## src/rtl/core/sfd_pkg.sv

```systemverilog
// Shared constants, result codes and types of the SLIP frame decoder.
`default_nettype none

package sfd_pkg;

    localparam int BYTE_W = 8;
    localparam int KIND_W = 3;
    localparam int LEN_W  = 12;
    localparam int MAX_FRAME_BYTES_DEF = 2048;

    localparam logic [BYTE_W-1:0] SLIP_END     = 8'hC0;
    localparam logic [BYTE_W-1:0] SLIP_ESC     = 8'hDB;
    localparam logic [BYTE_W-1:0] SLIP_ESC_END = 8'hDC;
    localparam logic [BYTE_W-1:0] SLIP_ESC_ESC = 8'hDD;

    localparam logic [KIND_W-1:0] KIND_DATA     = 3'd0;
    localparam logic [KIND_W-1:0] KIND_ACCEPT   = 3'd1;
    localparam logic [KIND_W-1:0] KIND_BADLEN   = 3'd2;
    localparam logic [KIND_W-1:0] KIND_BADESC   = 3'd3;
    localparam logic [KIND_W-1:0] KIND_OVERFLOW = 3'd4;

    typedef struct packed {
        logic [KIND_W-1:0] kind;
        logic [BYTE_W-1:0] data_byte;
        logic [LEN_W-1:0]  frame_length;
    } sfd_result_t;

endpackage

`default_nettype wire

```

## src/rtl/core/sfd_in_reg.sv

```systemverilog
// Input register that holds one raw byte until the decoder takes it.
`default_nettype none

module sfd_in_reg
    import sfd_pkg::*;
(
    input  wire logic              clk,
    input  wire logic              rst_n,
    input  wire logic              in_valid,
    output logic                   in_ready,
    input  wire logic [BYTE_W-1:0] in_byte,
    input  wire logic              advance,
    output logic                   hold_valid,
    output logic [BYTE_W-1:0]      hold_byte
);

    logic              valid_reg;
    logic              valid_next;
    logic [BYTE_W-1:0] byte_reg;

    assign in_ready   = !valid_reg || advance;
    assign hold_valid = valid_reg;
    assign hold_byte  = byte_reg;

    always_comb
    begin
        valid_next = valid_reg;
        if (in_ready)
        begin
            valid_next = in_valid;
        end
    end

    always_ff @(posedge clk or negedge rst_n)
    begin
        if (!rst_n)
        begin
            valid_reg <= 1'b0;
        end
        else
        begin
            valid_reg <= valid_next;
        end
    end

    always_ff @(posedge clk)
    begin
        if (in_ready && in_valid)
        begin
            byte_reg <= in_byte;
        end
    end

endmodule

`default_nettype wire

```

## src/rtl/core/sfd_decode.sv

```systemverilog
// Framing state, byte count and per-byte decode of the SLIP stream.
`default_nettype none

module sfd_decode
    import sfd_pkg::*;
#(
    parameter int MAX_FRAME_BYTES = MAX_FRAME_BYTES_DEF
)
(
    input  wire logic              clk,
    input  wire logic              rst_n,
    input  wire logic              advance,
    input  wire logic [BYTE_W-1:0] hold_byte,
    output logic                   res_valid,
    output sfd_result_t            res
);

    localparam int CNT_W = $clog2(MAX_FRAME_BYTES + 1);
    localparam logic [CNT_W-1:0] CNT_MAX = CNT_W'(MAX_FRAME_BYTES);

    localparam logic [1:0] PH_IDLE   = 2'd0;
    localparam logic [1:0] PH_FRAME  = 2'd1;
    localparam logic [1:0] PH_ESCAPE = 2'd2;
    localparam logic [1:0] PH_HUNT   = 2'd3;

    logic [1:0]             phase_reg;
    logic [1:0]             phase_next;
    logic [CNT_W-1:0]       count_reg;
    logic [CNT_W-1:0]       count_next;
    logic [CNT_W+LEN_W-1:0] count_wide;
    logic                   put;
    logic [BYTE_W-1:0]      put_byte;

    assign count_wide = {{LEN_W{1'b0}}, count_reg};

    always_comb
    begin
        phase_next = phase_reg;
        count_next = count_reg;
        res_valid  = 1'b0;
        res        = '0;
        put        = 1'b0;
        put_byte   = hold_byte;
        case (phase_reg)
            PH_IDLE, PH_FRAME:
            begin
                if (hold_byte == SLIP_END)
                begin
                    phase_next = PH_IDLE;
                    count_next = '0;
                    if (count_reg != '0)
                    begin
                        res_valid        = 1'b1;
                        res.kind         = (count_reg[1:0] == 2'd0) ? KIND_ACCEPT
                                                                    : KIND_BADLEN;
                        res.frame_length = count_wide[LEN_W-1:0];
                    end
                end
                else if (hold_byte == SLIP_ESC)
                begin
                    phase_next = PH_ESCAPE;
                end
                else
                begin
                    put = 1'b1;
                end
            end
            PH_ESCAPE:
            begin
                if (hold_byte == SLIP_ESC_END)
                begin
                    put      = 1'b1;
                    put_byte = SLIP_END;
                end
                else if (hold_byte == SLIP_ESC_ESC)
                begin
                    put      = 1'b1;
                    put_byte = SLIP_ESC;
                end
                else
                begin
                    phase_next = PH_HUNT;
                    res_valid  = 1'b1;
                    res.kind   = KIND_BADESC;
                end
            end
            default:
            begin
                if (hold_byte == SLIP_END)
                begin
                    phase_next = PH_IDLE;
                    count_next = '0;
                end
            end
        endcase
        if (put)
        begin
            res_valid = 1'b1;
            if (count_reg != CNT_MAX)
            begin
                count_next    = count_reg + 1'b1;
                phase_next    = PH_FRAME;
                res.kind      = KIND_DATA;
                res.data_byte = put_byte;
            end
            else
            begin
                phase_next = PH_HUNT;
                res.kind   = KIND_OVERFLOW;
            end
        end
    end

    always_ff @(posedge clk or negedge rst_n)
    begin
        if (!rst_n)
        begin
            phase_reg <= PH_IDLE;
            count_reg <= '0;
        end
        else if (advance)
        begin
            phase_reg <= phase_next;
            count_reg <= count_next;
        end
    end

`ifndef SYNTHESIS
    a_count_limit: assert property (@(posedge clk) disable iff (!rst_n)
        count_reg <= CNT_MAX)
        else $error("byte count passed the frame limit");

    a_abort_hunts: assert property (@(posedge clk) disable iff (!rst_n)
        advance && res_valid && (res.kind == KIND_BADESC || res.kind == KIND_OVERFLOW)
        |=> phase_reg == PH_HUNT)
        else $error("abort did not enter error hunt");

    a_end_clears: assert property (@(posedge clk) disable iff (!rst_n)
        advance && res_valid && (res.kind == KIND_ACCEPT || res.kind == KIND_BADLEN)
        |=> count_reg == '0 && phase_reg == PH_IDLE)
        else $error("frame end did not clear the count");

    a_data_counts: assert property (@(posedge clk) disable iff (!rst_n)
        advance && res_valid && res.kind == KIND_DATA
        |=> count_reg == $past(count_reg) + 1'b1)
        else $error("data byte not counted");
`endif

endmodule

`default_nettype wire

```

## src/rtl/core/sfd_out_reg.sv

```systemverilog
// Result register that holds one decoded request until the sink takes it.
`default_nettype none

module sfd_out_reg
    import sfd_pkg::*;
(
    input  wire logic  clk,
    input  wire logic  rst_n,
    input  wire logic  load,
    input  wire sfd_result_t res,
    output logic       room,
    output logic       out_valid,
    input  wire logic  out_ready,
    output sfd_result_t out_res
);

    logic        valid_reg;
    logic        valid_next;
    sfd_result_t res_reg;

    assign room      = !valid_reg || out_ready;
    assign out_valid = valid_reg;
    assign out_res   = res_reg;

    always_comb
    begin
        valid_next = valid_reg;
        if (room)
        begin
            valid_next = load;
        end
    end

    always_ff @(posedge clk or negedge rst_n)
    begin
        if (!rst_n)
        begin
            valid_reg <= 1'b0;
        end
        else
        begin
            valid_reg <= valid_next;
        end
    end

    always_ff @(posedge clk)
    begin
        if (room && load)
        begin
            res_reg <= res;
        end
    end

endmodule

`default_nettype wire

```

## src/rtl/core/slip_frame_decoder.sv

```systemverilog
// Top level of the SLIP frame decoder with stream ports.
`default_nettype none

// Decodes a SLIP byte stream at one raw byte per clock cycle while the
// sink keeps up. Each request passes an input register, a decode against
// the framing state and the byte count, and a result register, and a new
// byte can be taken every cycle while the result register has room.
// Decoded payload bytes come out one per request; a
// non-empty frame ends with an accept or a length reject carrying its byte
// count, and a bad escape or a frame longer than MAX_FRAME_BYTES gives an
// abort, after which bytes are dropped until the next END. Bytes that cause
// no result, such as ESC and END of an empty frame, are absorbed without
// output.
module slip_frame_decoder
    import sfd_pkg::*;
#(
    parameter int MAX_FRAME_BYTES = MAX_FRAME_BYTES_DEF
)
(
    input  wire logic        clk,
    input  wire logic        rst_n,
    input  wire logic        s_axis_tvalid,
    output logic             s_axis_tready,
    input  wire logic [7:0]  s_axis_tdata,   // in_byte
    output logic             m_axis_tvalid,
    input  wire logic        m_axis_tready,
    output logic [23:0]      m_axis_tdata,   // data_byte, frame_length, zero pad
    output logic [2:0]       m_axis_tuser    // out_kind
);

    logic              hold_valid;
    logic [BYTE_W-1:0] hold_byte;
    logic              advance;
    logic              room;
    logic              res_valid;
    sfd_result_t       res;
    sfd_result_t       out_res;

    assign advance = hold_valid && room;

    sfd_in_reg u_in_reg (
        .clk        (clk),
        .rst_n      (rst_n),
        .in_valid   (s_axis_tvalid),
        .in_ready   (s_axis_tready),
        .in_byte    (s_axis_tdata),
        .advance    (advance),
        .hold_valid (hold_valid),
        .hold_byte  (hold_byte)
    );

    sfd_decode #(
        .MAX_FRAME_BYTES (MAX_FRAME_BYTES)
    ) u_decode (
        .clk       (clk),
        .rst_n     (rst_n),
        .advance   (advance),
        .hold_byte (hold_byte),
        .res_valid (res_valid),
        .res       (res)
    );

    sfd_out_reg u_out_reg (
        .clk       (clk),
        .rst_n     (rst_n),
        .load      (advance && res_valid),
        .res       (res),
        .room      (room),
        .out_valid (m_axis_tvalid),
        .out_ready (m_axis_tready),
        .out_res   (out_res)
    );

    assign m_axis_tuser = out_res.kind;
    assign m_axis_tdata = {4'd0, out_res.frame_length, out_res.data_byte};

endmodule

`default_nettype wire
```

## config.mk

```make
export PLATFORM = sky130hd
export DESIGN_NAME = slip_frame_decoder
export DESIGN_NICKNAME = d
export VERILOG_FILES = /design/src/rtl/core/sfd_pkg.sv /design/src/rtl/core/sfd_in_reg.sv /design/src/rtl/core/sfd_decode.sv /design/src/rtl/core/sfd_out_reg.sv /design/src/rtl/core/slip_frame_decoder.sv
export SDC_FILE = /design/constraint.sdc
export NUM_CORES = 1
export LEC_CHECK = 0
export BUFFER_PORTS_ARGS = -buffer_cell sky130_fd_sc_hd__buf_2
export CORE_ASPECT_RATIO = 0.5
export CORE_MARGIN = 8
export CORE_UTILIZATION = 30
export CTS_BUF_LIST = sky130_fd_sc_hd__clkbuf_16
export CTS_CLUSTER_DIAMETER = 150
export CTS_CLUSTER_SIZE = 40
export DETAILED_ROUTE_END_ITERATION = 10
export PLACE_DENSITY = 0.54
export SYNTH_ARGS = -nofsm -noshare
export SYNTH_HDL_FRONTEND = slang
export SYNTH_HIERARCHICAL = 1
export SYNTH_SLANG_ARGS = --single-unit
```

## constraint.sdc

```tcl
create_clock -name clk -period 2.7 [get_ports clk]
set_input_delay 0.675 -clock clk [delete_from_list [all_inputs] [get_ports clk]]
set_output_delay 0.675 -clock clk [all_outputs]
set_load 0.03 [all_outputs]
```

==> metrics.cfg <==
[layout]
antenna_cells=0
nNetsFinal=240
synthToLayoutAreaGrowth_pct=21.3
largest_register_ff_count=23
multi_input_comb_area_sq_um=875
n_fill_cell=748
drive_gt1_frac=0.317
regArea_sq_mm=0.00133

[floorplanning]
rows=22
die_h_um=77.4
core_sq_mm=0.00732
dieArea_sq_mm=0.0107
fp.dieW_um=139
initial_core_util=0.309
num_io_pins=41

[synth]
syn-cell-area_sq_mm=0.00226
ys_async_sr_fraction=0.340
synth_seq_cells=47
yosys_most_used_dff=edfxtp_1
synth.avg_cell_area_sq_um=12.6
ys_warn_count=6
synth_cell_types=55
ys_seq_area_frac=0.588
syn_inst=180
synth_edf_count=31

[clocking]
cts_root_buffer=clkbuf_16
numCtsBuffers=5
clkLatencyLatePin_ns=0.28
postCtsHoldBufs=0
clock-sinks=47
cts_htree_levels=2
clockBufferDepth=2
cts_tree=yes
cts.clk_slew.worst_paths_ns=0.06

[global_routing]
first_global_vias=1676
grt_pass1_wl_um=8250
grt_overflow_total=0
grt_max_degree=24
groute.usage.overall=0.0951
antenna_found_initial=0

[detailed_routing]
vias_per_cell=4.87
num_vias=1574
drt_iter0_drc=83
avgRoutedWirePerCell_um=15.8
dr.pass1.iters=4
antenna_left=0
drc=0
drt-total-wl_um=5110

[sta]
tns_ns=0
relSlewSlack=0.634
rsz0062_at_grt=no
tightest_slew_ns=0.544
layout_min_cycle_time_ns=2.55
max_freq_mhz=392
setup_slack_ns=0.148
slew_violations=0
period_share=0.945
skew_ns=0.00586
setup_violations=0
hold_viol=0

[power]
p_leak_uw=0.00111
cellPowerDensity_mw_per_mm2=976
peakVddDrop_v=0.000318

[critical_path]
path_class=reg2reg
r2r-end=u_out_reg/out_res[15]
required_ns=2.67
r2r_cells=7
critPathCapture=u_out_reg/out_res[15]
rrSetupSlack_ns=0.15
r2r_start=u_in_reg/hold_byte[1]
cp_max_fo=11
startpoint=u_in_reg/hold_byte[1]
worstSetupEndpointType=flip-flop
critPathLaunchType=flip-flop
critPathArrivalTime_ns=2.53

[min_path]
min_path_type=in2async

[placement]
dp_worst_setup_slack_ns=0.0837
portBuffers=36
place_congestion=0.888
dp_hpwl_um=3890

[flow_run]
drv_cap=0

[outcome]
outcome=finished, final reports clean

-- cells in the mapped netlist, types with 2 or more instances --
master | n | area, sq um
xnor2_1 | 2 | 17.5
dfrtp_1 | 16 | 400
nand2b_4 | 3 | 41.3
inv_1 | 5 | 18.8
o2bb2ai_1 | 4 | 35.0
ha_1 | 2 | 25.0
a21oi_1 | 3 | 15.0
nand2b_1 | 3 | 18.8
nor2b_1 | 2 | 12.5
o311a_2 | 2 | 22.5
nand2_1 | 10 | 37.5
and2_1 | 12 | 75.1
nor4_1 | 2 | 12.5
buf_4 | 4 | 30.0
and2_4 | 2 | 17.5
nand3_1 | 8 | 40.0
a41oi_1 | 2 | 17.5
nor3_1 | 3 | 15.0
and2_2 | 4 | 30.0
mux2i_1 | 3 | 30.0
o21ai_0 | 3 | 15.0
clkbuf_1 | 2 | 7.51
a22o_1 | 3 | 26.3
edfxtp_1 | 31 | 931
nand4_1 | 4 | 25.0
and4_1 | 2 | 17.5
nor2_1 | 12 | 45.0
and3_1 | 3 | 18.8
o21a_1 | 2 | 15.0
-- where the power goes --
part           leakage (uW)  total, uW  internal, uW  switching [uW]
clock network     0.0000864        675           430             245
logic              0.000543        876           317             559
registers          0.000481       1130           976             152
total               0.00111       2680          1720             956
-- placed cells by master (no fill, tap or decap), types with 4 or more instances in the layout --
| cell type | synthesis | routed |
|---|---|---|
| and2_1 | 12 | 12 |
| and2_2 | 4 | 4 |
| buf_2 | 1 | 36 |
| buf_4 | 4 | 7 |
| clkbuf_16 | 0 | 5 |
| conb_1 | 1 | 4 |
| dfrtp_1 | 16 | 16 |
| edfxtp_1 | 31 | 31 |
| inv_1 | 5 | 7 |
| nand2_1 | 10 | 10 |
| nand3_1 | 8 | 8 |
| nand4_1 | 4 | 4 |
| nor2_1 | 12 | 12 |
| o2bb2ai_1 | 4 | 4 |
-- worst min-delay path by stage --
| stage | from | endpoint | slack, ns | depth (start not counted) |
|---|---|---|---|---|
| finish | rst_n | u_decode/count_reg[7] | 0.30 | 1 |
| floorplan | rst_n | u_decode/count_reg[0] | 0.38 | 0 |
| CTS | rst_n | u_decode/count_reg[7] | 0.31 | 1 |
| detailed placement | u_decode/count_reg[10] | u_decode/count_reg[10] | 0.52 | 1 |
| global route | rst_n | u_decode/count_reg[9] | 0.32 | 1 |
| global placement | u_decode/count_reg[10] | u_decode/count_reg[10] | 0.52 | 1 |
-- logic make-up after synthesis --
kind of cell    synth area share
other cells              0.00166
flops                      0.588
xor+xnor                 0.00774
fa+ha+maj                 0.0111
mux                       0.0183
compound gates             0.115
simple gates               0.224
buf+inv                   0.0337
-- cell type report --
class	instances	area share
timing repair buffer	43	0.0848
clock inverter	3	0.0137
inverter	6	0.00821
multi-input combinational	123	0.319
clock buffer	5	0.0456
sequential	47	0.485
tap	96	0.0438
-- critical path: stages, from the launching register on --
cell	delay (ns)
edfxtp_1	0.43
or4_1	0.71
nor3_4	0.24
o21a_1	0.19
inv_1	0.08
nand3_1	0.09
and3_1	0.21
and2_4	0.27
-- per-stage QoR --
stage	power (uW)	hold WS (ns)	utilization	instances	instance area, sq um
after floorplan	1730	0.379	-	183	2270
after global placement	1990	0.520	0.351	314	2570
after global routing	2820	0.323	0.375	323	2740
after detailed placement	2010	0.520	0.351	314	2570
final	2680	0.298	0.375	323	2740
after CTS	2690	0.308	0.374	322	2740
-- layer usage --
layer	global-route usage	part of all wire	up-vias
met5	0	0	-
met4	0.0380	0.011	0
met3	0.0269	0.042	6
met2	0.156	0.47	49
met1	0.117	0.48	762
li1	-	-	757
-- timing repair --
item,CTS,global route
resized for setup,0,1
setup endpoints to repair,0,23
setup buffers,0,0
Note: power is estimated with default switching activity, not from simulation.
